`src/design/kstg_pkg.sv`:
```
// Shared constants, types and the sine table of the keyed tone generator.
package kstg_pkg;

	localparam int TICK_RATE     = 44100;
	localparam int TABLE_SIZE    = 256;
	localparam int FRACTION_BITS = 16;

	localparam int FREQ_W     = 11;
	localparam int VOL_W      = 7;
	localparam int SAMPLE_W   = 16;
	localparam int FREQ_MIN   = 200;
	localparam int FREQ_MAX   = 1200;
	localparam int FREQ_RESET = 700;
	localparam int VOL_MAX    = 100;
	localparam int VOL_RESET  = 50;
	localparam int AMPLITUDE  = 32767;

	// APB side: two 32-bit registers at word addresses.
	localparam int DATA_W    = 32;
	localparam int REG_IDX_W = 1;
	localparam int ADDR_W    = REG_IDX_W + 2;
	localparam logic [REG_IDX_W-1:0] REG_FREQ = 1'b0;
	localparam logic [REG_IDX_W-1:0] REG_VOL  = 1'b1;

	// Phase accumulator: table index bits above the fraction bits.
	localparam int IDX_W   = $clog2(TABLE_SIZE);
	localparam int PHASE_W = IDX_W + FRACTION_BITS;
	localparam longint unsigned MODULUS = 64'd1 << PHASE_W;
	localparam int PHASE_DEPTH = 1;
	localparam int PHASE_AW    = 1;

	// Increment = freq * MODULUS / TICK_RATE, split into a whole part and a
	// remainder part that goes through a reciprocal multiply.
	localparam longint unsigned INC_WHOLE = MODULUS / TICK_RATE;
	localparam longint unsigned INC_REM   = MODULUS % TICK_RATE;
	localparam int X_W    = $clog2(FREQ_MAX * TICK_RATE);
	localparam int RS     = X_W + 2;
	localparam longint unsigned RCP = (64'd1 << RS) / TICK_RATE;
	localparam int RCP_W  = RS - $clog2(TICK_RATE) + 1;
	localparam int RP_W   = X_W + RCP_W;
	localparam int INC_STAGES = 3;
	localparam int BUSY_W     = $clog2(INC_STAGES + 1);

	// Sample datapath widths.
	localparam int DIFF_W = SAMPLE_W + 1;
	localparam int PROD_W = DIFF_W + FRACTION_BITS + 1;
	localparam int P_W    = SAMPLE_W + FRACTION_BITS + 1;
	localparam int MAG_W  = P_W - 1;
	localparam int MV_W   = MAG_W + VOL_W;
	localparam int Y_W    = MV_W - FRACTION_BITS;
	localparam int VS     = Y_W + 2;
	localparam longint unsigned VRCP = (64'd1 << VS) / VOL_MAX;
	localparam int VRCP_W = VS - $clog2(VOL_MAX) + 1;
	localparam int VP_W   = Y_W + VRCP_W;

	// Angle of one table step in radians.
	localparam real TABLE_STEP = 2.0 * 3.14159265358979323846 / real'(TABLE_SIZE);

	typedef struct packed {
		logic [PHASE_W-1:0] inc;
		logic [VOL_W-1:0]   vol;
		logic               busy;
	} cfg_t;

	typedef enum logic [2:0] {
		ST_IDLE,
		ST_LOOK,
		ST_MAC,
		ST_SCALE,
		ST_RECIP,
		ST_FIX
	} state_t;

	typedef logic signed [SAMPLE_W-1:0] sine_rom_t [TABLE_SIZE];

	function automatic int quarter_entry(input int k);
		real x;
		x = TABLE_STEP * real'(k);
		if (k == 0)
			return 0;
		if (k >= TABLE_SIZE / 4)
			return AMPLITUDE;
		return $rtoi(real'(AMPLITUDE) * $sin(x));
	endfunction

	// Full wave built from the first quarter so that the peaks and zero
	// crossings come out exact.
	function automatic sine_rom_t build_sine();
		sine_rom_t t;
		int q;
		int h;
		q = TABLE_SIZE / 4;
		h = TABLE_SIZE / 2;
		for (int i = 0; i < TABLE_SIZE; i++) begin
			if (i <= q)
				t[i] = SAMPLE_W'(quarter_entry(i));
			else if (i < h)
				t[i] = SAMPLE_W'(quarter_entry(h - i));
			else if (i - h <= q)
				t[i] = SAMPLE_W'(-quarter_entry(i - h));
			else
				t[i] = SAMPLE_W'(-quarter_entry(TABLE_SIZE - i));
		end
		return t;
	endfunction

	localparam sine_rom_t SINE_ROM = build_sine();

endpackage

```
`src/design/kstg_ram.sv`:
```
// Generic single-port-write, registered-read RAM.
module kstg_ram #(
	parameter int WIDTH = 8,
	parameter int DEPTH = 1,
	parameter int AW    = (DEPTH > 1) ? $clog2(DEPTH) : 1
) (
	input  logic             clk,
	input  logic             we,
	input  logic [AW-1:0]    waddr,
	input  logic [WIDTH-1:0] wdata,
	input  logic             re,
	input  logic [AW-1:0]    raddr,
	output logic [WIDTH-1:0] rdata
);

	logic [WIDTH-1:0] mem [DEPTH];

	always_ff @(posedge clk) begin
		if (we)
			mem[waddr] <= wdata;
		if (re)
			rdata <= mem[raddr];
	end

endmodule

```
`src/design/kstg_regs.sv`:
```
// Register file on the APB port and the pipeline that derives the phase increment.
module kstg_regs (
	input  logic                           clk,
	input  logic                           arst_n,
	input  logic                           psel,
	input  logic                           penable,
	input  logic                           pwrite,
	input  logic [kstg_pkg::ADDR_W-1:0]    paddr,
	input  logic [kstg_pkg::DATA_W-1:0]    pwdata,
	output logic [kstg_pkg::DATA_W-1:0]    prdata,
	output logic                           pready,
	output kstg_pkg::cfg_t                 cfg
);

	logic [kstg_pkg::FREQ_W-1:0]    freq_q;
	logic [kstg_pkg::VOL_W-1:0]     vol_q;
	logic [kstg_pkg::BUSY_W-1:0]    busy_q;
	logic [kstg_pkg::REG_IDX_W-1:0] reg_idx;
	logic                           wr;
	logic                           freq_wr;
	logic [kstg_pkg::FREQ_W-1:0]    freq_in;
	logic [kstg_pkg::FREQ_W-1:0]    freq_clamp;
	logic [kstg_pkg::VOL_W-1:0]     vol_in;
	logic [kstg_pkg::VOL_W-1:0]     vol_clamp;

	logic [kstg_pkg::X_W-1:0]       x_s1;
	logic [kstg_pkg::PHASE_W-1:0]   base_s1;
	logic [kstg_pkg::X_W-1:0]       x_s2;
	logic [kstg_pkg::PHASE_W-1:0]   base_s2;
	logic [kstg_pkg::FREQ_W-1:0]    q0_s2;
	logic [kstg_pkg::PHASE_W-1:0]   inc_q;
	logic [kstg_pkg::RP_W-1:0]      rprod;
	logic [kstg_pkg::X_W-1:0]       rem;
	logic [kstg_pkg::FREQ_W-1:0]    q_fix;

	assign pready  = 1'b1;
	assign reg_idx = paddr[kstg_pkg::ADDR_W-1:2];
	assign wr      = psel && penable && pwrite;
	assign freq_wr = wr && (reg_idx == kstg_pkg::REG_FREQ);

	always_comb begin
		freq_in = pwdata[kstg_pkg::FREQ_W-1:0];
		vol_in  = pwdata[kstg_pkg::VOL_W-1:0];
		if (freq_in < kstg_pkg::FREQ_W'(kstg_pkg::FREQ_MIN))
			freq_clamp = kstg_pkg::FREQ_W'(kstg_pkg::FREQ_MIN);
		else if (freq_in > kstg_pkg::FREQ_W'(kstg_pkg::FREQ_MAX))
			freq_clamp = kstg_pkg::FREQ_W'(kstg_pkg::FREQ_MAX);
		else
			freq_clamp = freq_in;
		if (vol_in > kstg_pkg::VOL_W'(kstg_pkg::VOL_MAX))
			vol_clamp = kstg_pkg::VOL_W'(kstg_pkg::VOL_MAX);
		else
			vol_clamp = vol_in;
	end

	always_comb begin
		case (reg_idx)
			kstg_pkg::REG_FREQ: prdata = kstg_pkg::DATA_W'(freq_q);
			kstg_pkg::REG_VOL:  prdata = kstg_pkg::DATA_W'(vol_q);
			default:            prdata = '0;
		endcase
	end

	// The increment pipeline restarts after reset and after every frequency
	// write; the busy count covers its latency.
	always_ff @(posedge clk or negedge arst_n) begin
		if (!arst_n) begin
			freq_q <= kstg_pkg::FREQ_W'(kstg_pkg::FREQ_RESET);
			vol_q  <= kstg_pkg::VOL_W'(kstg_pkg::VOL_RESET);
			busy_q <= kstg_pkg::BUSY_W'(kstg_pkg::INC_STAGES);
		end else begin
			if (freq_wr) begin
				freq_q <= freq_clamp;
				busy_q <= kstg_pkg::BUSY_W'(kstg_pkg::INC_STAGES);
			end else if (busy_q != '0) begin
				busy_q <= busy_q - 1'b1;
			end
			if (wr && (reg_idx == kstg_pkg::REG_VOL))
				vol_q <= vol_clamp;
		end
	end

	assign rprod = kstg_pkg::RP_W'(x_s1) * kstg_pkg::RP_W'(kstg_pkg::RCP);

	always_comb begin
		rem   = x_s2 - kstg_pkg::X_W'(kstg_pkg::X_W'(q0_s2)
			* kstg_pkg::X_W'(kstg_pkg::TICK_RATE));
		q_fix = q0_s2 + kstg_pkg::FREQ_W'(rem >= kstg_pkg::X_W'(kstg_pkg::TICK_RATE));
	end

	always_ff @(posedge clk) begin
		x_s1    <= kstg_pkg::X_W'(freq_q) * kstg_pkg::X_W'(kstg_pkg::INC_REM);
		base_s1 <= kstg_pkg::PHASE_W'(freq_q) * kstg_pkg::PHASE_W'(kstg_pkg::INC_WHOLE);
		x_s2    <= x_s1;
		base_s2 <= base_s1;
		q0_s2   <= kstg_pkg::FREQ_W'(rprod >> kstg_pkg::RS);
		inc_q   <= base_s2 + kstg_pkg::PHASE_W'(q_fix);
	end

	assign cfg.inc  = inc_q;
	assign cfg.vol  = vol_q;
	assign cfg.busy = (busy_q != '0) || freq_wr;

endmodule

```
`src/design/kstg_core.sv`:
```
// Sequencer and sample datapath around the phase memory.
module kstg_core (
	input  logic                          clk,
	input  logic                          arst_n,
	input  kstg_pkg::cfg_t                cfg,
	input  logic                          take,
	input  logic                          key_on,
	output logic                          ready,
	output logic                          out_valid,
	input  logic                          out_stall,
	output logic signed [kstg_pkg::SAMPLE_W-1:0] sample
);

	kstg_pkg::state_t state_q;
	kstg_pkg::state_t state_d;

	logic                                  out_valid_q;
	logic signed [kstg_pkg::SAMPLE_W-1:0]  sample_q;
	logic                                  out_free;
	logic                                  out_load;
	logic                                  phase_vld_q;
	logic                                  key_s1;

	logic                                  ram_we;
	logic [kstg_pkg::PHASE_W-1:0]          ram_wdata;
	logic [kstg_pkg::PHASE_W-1:0]          ram_rdata;
	logic [kstg_pkg::PHASE_AW-1:0]         ram_addr;

	logic [kstg_pkg::PHASE_W-1:0]          phase;
	logic [kstg_pkg::IDX_W-1:0]            idx;
	logic [kstg_pkg::IDX_W-1:0]            nidx;
	logic [kstg_pkg::PHASE_W:0]            phase_sum;
	logic [kstg_pkg::PHASE_W-1:0]          phase_next;
	logic signed [kstg_pkg::SAMPLE_W-1:0]  rom_a;
	logic signed [kstg_pkg::SAMPLE_W-1:0]  rom_b;

	logic signed [kstg_pkg::SAMPLE_W-1:0]    a_s2;
	logic signed [kstg_pkg::DIFF_W-1:0]      diff_s2;
	logic [kstg_pkg::FRACTION_BITS-1:0]      frac_s2;
	logic signed [kstg_pkg::PROD_W-1:0]      mac;
	logic signed [kstg_pkg::P_W-1:0]         p_s3;
	logic [kstg_pkg::P_W-1:0]                p_abs;
	logic [kstg_pkg::MV_W-1:0]               mv;
	logic                                    neg_s4;
	logic [kstg_pkg::Y_W-1:0]                y_s4;
	logic [kstg_pkg::VP_W-1:0]               vp;
	logic [kstg_pkg::SAMPLE_W-1:0]           q0_s5;
	logic [kstg_pkg::Y_W-1:0]                rem;
	logic [kstg_pkg::SAMPLE_W-1:0]           q_fix;
	logic signed [kstg_pkg::SAMPLE_W-1:0]    result;

	assign out_free  = !out_valid_q || !out_stall;
	assign out_valid = out_valid_q;
	assign sample    = sample_q;
	assign ram_addr  = '0;

	always_ff @(posedge clk or negedge arst_n) begin
		if (!arst_n)
			state_q <= kstg_pkg::ST_IDLE;
		else
			state_q <= state_d;
	end

	always_comb begin
		state_d  = state_q;
		ready    = 1'b0;
		out_load = 1'b0;
		ram_we   = 1'b0;
		case (state_q)
			kstg_pkg::ST_IDLE: begin
				ready = 1'b1;
				if (take)
					state_d = kstg_pkg::ST_LOOK;
			end
			kstg_pkg::ST_LOOK: begin
				ram_we  = 1'b1;
				state_d = kstg_pkg::ST_MAC;
			end
			kstg_pkg::ST_MAC:   state_d = kstg_pkg::ST_SCALE;
			kstg_pkg::ST_SCALE: state_d = kstg_pkg::ST_RECIP;
			kstg_pkg::ST_RECIP: state_d = kstg_pkg::ST_FIX;
			kstg_pkg::ST_FIX: begin
				if (out_free) begin
					ready    = 1'b1;
					out_load = 1'b1;
					state_d  = take ? kstg_pkg::ST_LOOK : kstg_pkg::ST_IDLE;
				end
			end
			default: state_d = kstg_pkg::ST_IDLE;
		endcase
	end

	kstg_ram #(
		.WIDTH(kstg_pkg::PHASE_W),
		.DEPTH(kstg_pkg::PHASE_DEPTH),
		.AW   (kstg_pkg::PHASE_AW)
	) u_phase_ram (
		.clk  (clk),
		.we   (ram_we),
		.waddr(ram_addr),
		.wdata(ram_wdata),
		.re   (take),
		.raddr(ram_addr),
		.rdata(ram_rdata)
	);

	// The phase entry reads as zero until its first write after reset.
	always_ff @(posedge clk or negedge arst_n) begin
		if (!arst_n) begin
			phase_vld_q <= 1'b0;
			out_valid_q <= 1'b0;
		end else begin
			if (ram_we)
				phase_vld_q <= 1'b1;
			if (out_load)
				out_valid_q <= 1'b1;
			else if (!out_stall)
				out_valid_q <= 1'b0;
		end
	end

	always_comb begin
		phase     = phase_vld_q ? ram_rdata : '0;
		idx       = phase[kstg_pkg::PHASE_W-1:kstg_pkg::FRACTION_BITS];
		nidx      = idx + 1'b1;
		rom_a     = kstg_pkg::SINE_ROM[idx];
		rom_b     = kstg_pkg::SINE_ROM[nidx];
		phase_sum = (kstg_pkg::PHASE_W + 1)'(phase) + (kstg_pkg::PHASE_W + 1)'(cfg.inc);
		if (phase_sum >= (kstg_pkg::PHASE_W + 1)'(kstg_pkg::MODULUS))
			phase_next = kstg_pkg::PHASE_W'(phase_sum
				- (kstg_pkg::PHASE_W + 1)'(kstg_pkg::MODULUS));
		else
			phase_next = kstg_pkg::PHASE_W'(phase_sum);
		ram_wdata = key_s1 ? phase_next : '0;
	end

	// A released key zeroes both interpolation terms, so the silent sample
	// runs through the same steps as a tone sample.
	always_comb begin
		mac = (kstg_pkg::PROD_W'(a_s2) <<< kstg_pkg::FRACTION_BITS)
			+ kstg_pkg::PROD_W'(diff_s2) * kstg_pkg::PROD_W'($signed({1'b0, frac_s2}));
		p_abs = p_s3[kstg_pkg::P_W-1] ? kstg_pkg::P_W'(-p_s3) : kstg_pkg::P_W'(p_s3);
		mv    = kstg_pkg::MV_W'(p_abs[kstg_pkg::MAG_W-1:0]) * kstg_pkg::MV_W'(cfg.vol);
		vp    = kstg_pkg::VP_W'(y_s4) * kstg_pkg::VP_W'(kstg_pkg::VRCP);
		rem   = y_s4 - kstg_pkg::Y_W'(kstg_pkg::Y_W'(q0_s5) * kstg_pkg::Y_W'(kstg_pkg::VOL_MAX));
		q_fix = q0_s5 + kstg_pkg::SAMPLE_W'(rem >= kstg_pkg::Y_W'(kstg_pkg::VOL_MAX));
		result = neg_s4 ? -$signed(q_fix) : $signed(q_fix);
	end

	always_ff @(posedge clk) begin
		if (take)
			key_s1 <= key_on;
		if (state_q == kstg_pkg::ST_LOOK) begin
			a_s2    <= key_s1 ? rom_a : '0;
			diff_s2 <= key_s1 ? (kstg_pkg::DIFF_W'(rom_b) - kstg_pkg::DIFF_W'(rom_a)) : '0;
			frac_s2 <= phase[kstg_pkg::FRACTION_BITS-1:0];
		end
		if (state_q == kstg_pkg::ST_MAC)
			p_s3 <= kstg_pkg::P_W'(mac);
		if (state_q == kstg_pkg::ST_SCALE) begin
			neg_s4 <= p_s3[kstg_pkg::P_W-1];
			y_s4   <= kstg_pkg::Y_W'(mv >> kstg_pkg::FRACTION_BITS);
		end
		if (state_q == kstg_pkg::ST_RECIP)
			q0_s5 <= kstg_pkg::SAMPLE_W'(vp >> kstg_pkg::VS);
		if (out_load)
			sample_q <= result;
	end

endmodule

```
`src/design/keyed_sine_tone_generator_top.sv`:
```
// Top level of the keyed sine tone generator.
//
//  channel | signals                               | beat
//  --------+---------------------------------------+----------------------------
//  input   | in_valid, in_stall, key_on            | one sample tick, key state
//  output  | out_valid, out_stall, sample          | one signed 16-bit sample
//  config  | psel, penable, pwrite, paddr, pwdata, | frequency at 0, volume at 4
//          | prdata, pready                        |
//
// When beats arrive back to back, each input beat passes through the phase
// memory read, table lookup and phase write-back, the interpolation multiply,
// the volume multiply and the reciprocal multiply for the divide by 100, with
// the final correction overlapping the next beat's phase read.
// After reset, and after a frequency write, in_stall stays high while the
// phase increment is derived again.
// A finished sample waits in the output register; a stalled output holds the
// datapath at its last step until the register frees.
module keyed_sine_tone_generator_top (
	input  logic                                 clk,
	input  logic                                 arst_n,
	input  logic                                 psel,
	input  logic                                 penable,
	input  logic                                 pwrite,
	input  logic [kstg_pkg::ADDR_W-1:0]          paddr,
	input  logic [kstg_pkg::DATA_W-1:0]          pwdata,
	output logic [kstg_pkg::DATA_W-1:0]          prdata,
	output logic                                 pready,
	input  logic                                 in_valid,
	output logic                                 in_stall,
	input  logic                                 key_on,
	output logic                                 out_valid,
	input  logic                                 out_stall,
	output logic signed [kstg_pkg::SAMPLE_W-1:0] sample
);

	kstg_pkg::cfg_t cfg;
	logic           core_ready;
	logic           take;

	assign in_stall = !core_ready || cfg.busy;
	assign take     = in_valid && !in_stall;

	kstg_regs u_regs (
		.clk    (clk),
		.arst_n (arst_n),
		.psel   (psel),
		.penable(penable),
		.pwrite (pwrite),
		.paddr  (paddr),
		.pwdata (pwdata),
		.prdata (prdata),
		.pready (pready),
		.cfg    (cfg)
	);

	kstg_core u_core (
		.clk      (clk),
		.arst_n   (arst_n),
		.cfg      (cfg),
		.take     (take),
		.key_on   (key_on),
		.ready    (core_ready),
		.out_valid(out_valid),
		.out_stall(out_stall),
		.sample   (sample)
	);

endmodule
```
`config.mk`:
```
export PLATFORM = sky130hd
export DESIGN_NAME = keyed_sine_tone_generator_top
export DESIGN_NICKNAME = d
export VERILOG_FILES = /design/src/design/kstg_pkg.sv /design/src/design/kstg_ram.sv /design/src/design/kstg_regs.sv /design/src/design/kstg_core.sv /design/src/design/keyed_sine_tone_generator_top.sv
export SDC_FILE = /design/constraint.sdc
export NUM_CORES = 2
export LEC_CHECK = 0
export BUFFER_PORTS_ARGS = -buffer_cell sky130_fd_sc_hd__buf_2
export CORE_UTILIZATION = 55
export CTS_CLUSTER_SIZE = 10
export DETAILED_ROUTE_END_ITERATION = 10
export PLACE_DENSITY = 0.71
export SYNTH_ARGS = -nofsm -noshare
export SYNTH_HDL_FRONTEND = slang
export SYNTH_SLANG_ARGS = --single-unit
```
`constraint.sdc`:
```
create_clock -name clk -period 9.7 [get_ports clk]
set_input_delay 1.455 -clock clk [delete_from_list [all_inputs] [get_ports clk]]
set_output_delay 1.455 -clock clk [all_outputs]
set_load 0.1 [all_outputs]
```
# After elaboration in Yosys (flattened, before gate mapping)
# Memory sizes are Yosys's and may differ from the RTL's. A register that Yosys moved wholly into a read port is not among the register bits.
# Index checks and enable logic that the tools add are counted.
# word_totals
ff_bits	279
mem_bits_rw	24
mem_bits_ro	8192
inputBits	43
output_inout_bits	51
elab_cells	107
memories	3
# op_classes
addsub	13
mul	8
order_cmp	8
n_eq_ne	8
mux	27
bitwise_logic	3
n_reduce_logical	16
# memory_table
name	depth	word_bits	read_ports	rd_ports_with_merged_regs	write_ports	line_no	rtl
(no name shown)	256	16	1	0	0	kstg_core.sv:126	rom_a = kstg_pkg::SINE_ROM[idx];
(no name shown)	256	16	1	0	0	kstg_core.sv:127	rom_b = kstg_pkg::SINE_ROM[nidx];
u_core.u_phase_ram.mem	1	24	1	1	1	kstg_ram.sv:16	logic [WIDTH-1:0] mem [DEPTH];
# op_table
operator	n
16-bit two-way mux	5
24-bit two-way mux	3
32-bit case mux with 2 select lines	1
32-bit by 7-bit multiplier with 39-bit output	1
23-bit by 16-bit multiplier with 38-bit output, second input constant	1
22-bit by 12-bit multiplier with 34-bit output, second input constant	1
32-bit by 33-bit adder with 33-bit output	1
17-bit by 17-bit multiplier with 33-bit output	1
32-bit two-way mux	1
32-bit negation	1
26-bit by 16-bit >= comparator with 1-bit output, second input constant	1
26-bit subtractor	1
24-bit by 24-bit adder with 25-bit output	1
25-bit >= comparator, second input constant	1
11-bit by 14-bit multiplier with 24-bit output, second input constant	1
24-bit by 1-bit subtractor with 24-bit output, second input constant	1
23-bit by 7-bit >= comparator with 1-bit output, second input constant	1
23-bit subtractor	1
11-bit by 11-bit multiplier with 22-bit output, second input constant	1
11-bit two-way mux	2
20-bit by 11-bit adder with 21-bit output	1
16-bit by 5-bit multiplier with 21-bit output, second input constant	1
9-bit >= comparator, second input constant	2
11-bit by 7-bit multiplier with 18-bit output, second input constant	1
other kinds (27)	51

# Logic depth before layout (Yosys ltp)
# depth
word_depth	11
mapped_depth	43

# Modules after synthesis
# A second synthesis with hierarchy kept.
# hier_totals
cells_unflattened	6588
area_unflattened_um2	59510.8
# modules_own_cells
mod	n_inst	cells_per_inst	area_each_um2	seq_area_each_um2
kstg_core	1	4986	42507.0	4299.1
kstg_regs	1	1552	15547.4	2716.4
kstg_ram	1	48	1441.4	1441.4
keyed_sine_tone_generator_top	1	2	15.0	0.0

# Worst setup path after synthesis
# Ideal clock, no wire load.
# synth_path
path_kind	register to register
start	register u_regs.q0_s2[1] (netlist bit)
end	register u_regs.inc_q[16] (netlist bit)
setup_time_ns	0.118
arrival_ns	7.689
t_required_ns	9.582
slack_ns	1.893
path_stages_with_launch	43
path_buffers	2
period_less_slack_ns	7.807
path_cell_list	dfxtp_1 > clkbuf_1 > inv_1 > ha_1 > inv_1 > fa_1 > inv_1 > ha_1 > ha_1 > and3b_1 > o21a_1 > o21ai_0 > a21oi_1 > o311a_1 > o21ai_0 > nand2b_1 > xnor2_1 > ha_1 > [... 7 more ...] > nand3_1 > nor4_1 > nand4_1 > ha_1 > nand2_1 > xnor2_1 > ha_1 > fa_1 > a21o_1 > a21oi_1 > o21bai_1 > a21oi_1 > o21bai_1 > a21oi_1 > nor2b_1 > o21a_1 > and3_1 > xor2_1
# synth_between
elab_chain_cells	5
# synth_lines
item	line_no	rtl
start: declaration	kstg_regs.sv:30	logic [kstg_pkg::FREQ_W-1:0] q0_s2;
start signal: assignment	kstg_regs.sv:96	q0_s2 <= kstg_pkg::FREQ_W'(rprod >> kstg_pkg::RS);
11-bit by 14-bit multiplier with 24-bit output	kstg_regs.sv:87	* kstg_pkg::X_W'(kstg_pkg::TICK_RATE));
26-bit subtractor	kstg_regs.sv:86	rem = x_s2 - kstg_pkg::X_W'(kstg_pkg::X_W'(q0_s2)
26-bit by 16-bit >= comparator with 1-bit output	kstg_regs.sv:88	q_fix = q0_s2 + kstg_pkg::FREQ_W'(rem >= kstg_pkg::X_W'(kstg_pkg::TICK_RATE));
11-bit by 1-bit adder with 11-bit output (*)	kstg_regs.sv:88	
20-bit by 11-bit adder with 21-bit output (*)	kstg_regs.sv:97	inc_q <= base_s2 + kstg_pkg::PHASE_W'(q_fix);
end signal: assignment	kstg_regs.sv:97	
end: declaration	kstg_regs.sv:31	logic [kstg_pkg::PHASE_W-1:0] inc_q;
# Mark *: on every way between the ends. The rest lies on a longest branch, timed or not.
# A chain may end at the register's enable or synchronous reset.

# Worst setup path after layout
# layout_path
start	register u_regs.q0_s2[4] (netlist bit)
end	register u_regs.inc_q[14] (netlist bit)
# Same word-level chain as after synthesis.

==> results.py <==
metrics = {
    "setup_path": {
        "r2r_slack_ns": 0.84,
        "max_stage_delay_ns": 0.58,
        "rr_worst_depth": 36,
        "slowest_stage": "o41ai_1",
        "required_ns": 10.19,
        "criticalPathCategory": "flip-flop to flip-flop",
        "crit_path_end_kind": "flip-flop",
        "cp-startpoint": "u_regs.q0_s2[4]",
        "crit_path_end": "u_regs.inc_q[14]",
        "r2r_end": "u_regs.inc_q[14]",
        "critPathArrivalTime_ns": 9.35,
        "r2r-start": "u_regs.q0_s2[4]",
        "cp-start-kind": "flip-flop",
        "crit_fanout": 7,
    },
    "clock_tree": {
        "cts_tree": "done",
        "postCtsSetupBuffers": 0,
        "clkLatencyLatePin_ns": 0.63,
        "cts.clk_slew.worst_paths_ns": 0.05,
        "clock_sinks": 322,
        "hold_buffers": 0,
        "clockBufferDepth": 3,
        "post_cts_resized": 0,
        "cts_root_buf": "clkbuf_16",
        "cts_max_level": 2,
        "numCtsBuffers": 44,
    },
    "route": {
        "totalWireLength_mm": 158,
        "wl_per_cell_um": 20.2,
        "first_pass_iters": 6,
        "vias_per_cell": 5.91,
        "route.detailed.drc": 0,
        "detail_route.iter0.violations": 3781,
        "antenna_left": 0,
        "dr_total_vias": 46000,
    },
    "yosys": {
        "synth_seq_area_share_pct": 14.6,
        "synthCells": 6447,
        "ys_warn_count": 0,
        "syn_avg_cell_area_um2": 9.01,
        "synthArstFlopShare_pct": 7.76,
        "synth_flop_cell": "edfxtp_1",
        "netlist-cell-type-count": 84,
        "synth.ff_latch_count": 322,
        "synth_area_um2": 58100,
        "synth_edf_count": 187,
    },
    "floorplanning": {
        "placementRows": 118,
        "start_util_pct": 55.8,
        "die_area_um2": 107000,
        "coreArea_um2": 104000,
        "chipWidth_um": 327,
        "die_h_um": 327,
        "io-pin-count": 94,
    },
    "timing": {
        "setup_viol_count_final": 0,
        "hold_viol_final": 0,
        "period_minus_slack_ns": 8.86,
        "finalMaxSlewViolations": 0,
        "fmax_ghz": 0.113,
        "rsz0062_at_grt": "false",
        "post-route-period-util_pct": 91.3,
        "worstMarginPinSlew_ns": 1.30,
        "relSlewSlack_pct": 12.5,
        "tns_ns": 0,
        "skew_ns": 0.0505,
    },
    "hold_path": {
        "hold_class": "flip-flop to flip-flop",
        "hp-start": "u_regs.base_s1[19]",
        "hold_depth": 0,
    },
    "place": {
        "port_buffers": 48,
        "place_congestion": 0.985,
        "dp_hpwl_mm": 124,
    },
    "global_route": {
        "grt_pass1_vias": 46200,
        "grt_max_degree": 82,
        "grt_first_pass_wirelength_mm": 254,
        "antenna_found_initial": 1,
        "groute.usage.overall_pct": 30.0,
        "overflow": 0,
    },
    "final_layout": {
        "final_common_cell": "inv_1",
        "area_delta_synth_final_pct": 5.27,
        "final_cell_mix": "1,086 x inv_1, 819 x ha_1, 808 x fa_1, 632 x nand2_1, 345 x nor2_1",
        "nNetsFinal": 8041,
        "drive_above_1_share_pct": 4.01,
    },
    "job": {
        "max-cap-violations": 0,
    },
    "status": {
        "status": "complete, no violations",
    },
}
[layer usage]
layer / up-vias / global-route usage [%] / routed length (µm)
met4: 2 / 11.1 / 6380
met3: 360 / 4.72 / 12000
met5: - / 0 / 13
met1: 22800 / 42.1 / 68100
met2: 1744 / 46.7 / 71000
li1: 21100 / - / -
[cell families (layout without fill, tap and decap cells)]
kind of cell | count (synthesis) | count (layout) | share of synthesized area (%)
and+or+nand+nor | 1650 | 1650 | 13.2
adders and majority gates | 1628 | 1628 | 45.5
buffers and inverters | 1355 | 1291 | 8.90
AOI/OAI and AO/OA | 1172 | 1172 | 12.9
DFF | 322 | 322 | 14.6
xor gates and xnor gates | 299 | 299 | 4.52
muxes | 19 | 19 | 0.431
other | 2 | 24 | 0.0129
[worst min path at each step]
stage,end
floorplan,u_regs.base_s2[10]
finish,u_regs.base_s2[19]
CTS,u_regs.base_s2[19]
global route,u_regs.base_s2[9]
detailed placement,u_regs.base_s2[3]
global placement,u_regs.base_s2[14]
[worst max-delay path, delay by kind of cell (launching register included)]
kind	cells	cell delay, ns
fa+ha+maj	10	3.67
xor+xnor	3	0.42
simple gates	7	1.23
buf+inv	2	0.09
compound gates	14	2.79
flops	1	0.52
[stage by stage]
| step | instance area [µm²] | std cells | worst slack, ns | hold WS, ns | util [%] |
|---|---|---|---|---|---|
| final | 61200 | 7785 | 0.843 | 0.331 | 58.8 |
| after detailed placement | 59700 | 7704 | 0.924 | 0.312 | 57.4 |
| after global routing | 61200 | 7783 | 0.236 | 0.339 | 58.8 |
| after global placement | 59700 | 7704 | 1.11 | 0.312 | 57.4 |
| after floorplan | 58200 | 6467 | 1.89 | 0.310 | - |
| after CTS | 61200 | 7783 | 0.884 | 0.333 | 58.8 |
[final cells by class]
| class | count | area [µm²] |
|---|---|---|
| multi-input cells | 4790 | 44600 |
| well taps | 1380 | 1730 |
| inverters | 1094 | 4110 |
| clock inverters | 16 | 225 |
| clock buffers | 63 | 1230 |
| diodes | 2 | 5.00 |
| flip-flops and latches | 322 | 8460 |
| fillers | 9052 | 42900 |
| repair buffers | 118 | 778 |
[cell usage after synthesis, types with 12 or more instances]
library cell / n / area (µm²)
and3_1: 32 / 200
edfxtp_1: 187 / 5620
o2111ai_1: 19 / 166
a2111oi_0: 17 / 149
nand2b_1: 40 / 250
xor2_1: 88 / 771
and2_1: 225 / 1410
ha_1: 820 / 10300
o211ai_1: 54 / 405
a22oi_1: 12 / 90.1
or2_2: 17 / 106
a31oi_1: 60 / 375
inv_1: 1087 / 4080
buf_1: 36 / 135
buf_4: 22 / 165
o21ai_0: 300 / 1500
a311oi_1: 13 / 114
or3_1: 29 / 181
o21bai_1: 19 / 143
nor3_1: 105 / 526
dfrtp_1: 14 / 350
clkbuf_1: 201 / 754
a21boi_0: 17 / 128
o311ai_0: 24 / 210
dfxtp_1: 110 / 2200
nor2_1: 349 / 1310
nand3_1: 111 / 556
o31ai_1: 31 / 233
xnor2_1: 210 / 1840
o221ai_1: 13 / 114
a211oi_1: 53 / 398
nor2b_1: 41 / 257
a21oi_1: 311 / 1560
o21a_1: 31 / 233
o22ai_1: 13 / 81.3
nand2_1: 634 / 2380
a21o_1: 72 / 541
nand4_1: 22 / 138
a221oi_1: 13 / 114
fa_1: 808 / 16200
[registers in the layout (all words and copies together), names as in the netlist]
signal                    cells
u_core.p_s3                  33
u_core.u_phase_ram.mem       24
u_core.u_phase_ram.rdata     24
u_core.y_s4                  23
u_regs.x_s1                  22
u_regs.x_s2                  22
u_regs.inc_q                 21
u_core.diff_s2               17
u_regs.base_s1               17
u_regs.base_s2               17
u_core.a_s2                  16
u_core.frac_s2               16
u_core.q0_s5                 16
u_core.sample                16
u_regs.freq_q                11
u_regs.q0_s2                 11
u_regs.vol_q                  7
u_core.state_q                3
u_regs.busy_q                 2
u_core.key_s1                 1
u_core.neg_s4                 1
u_core.out_valid              1
u_core.phase_vld_q            1
Power is not shown: default switching activity piles up to over one toggle a cycle in this logic, so the estimate is an artifact.
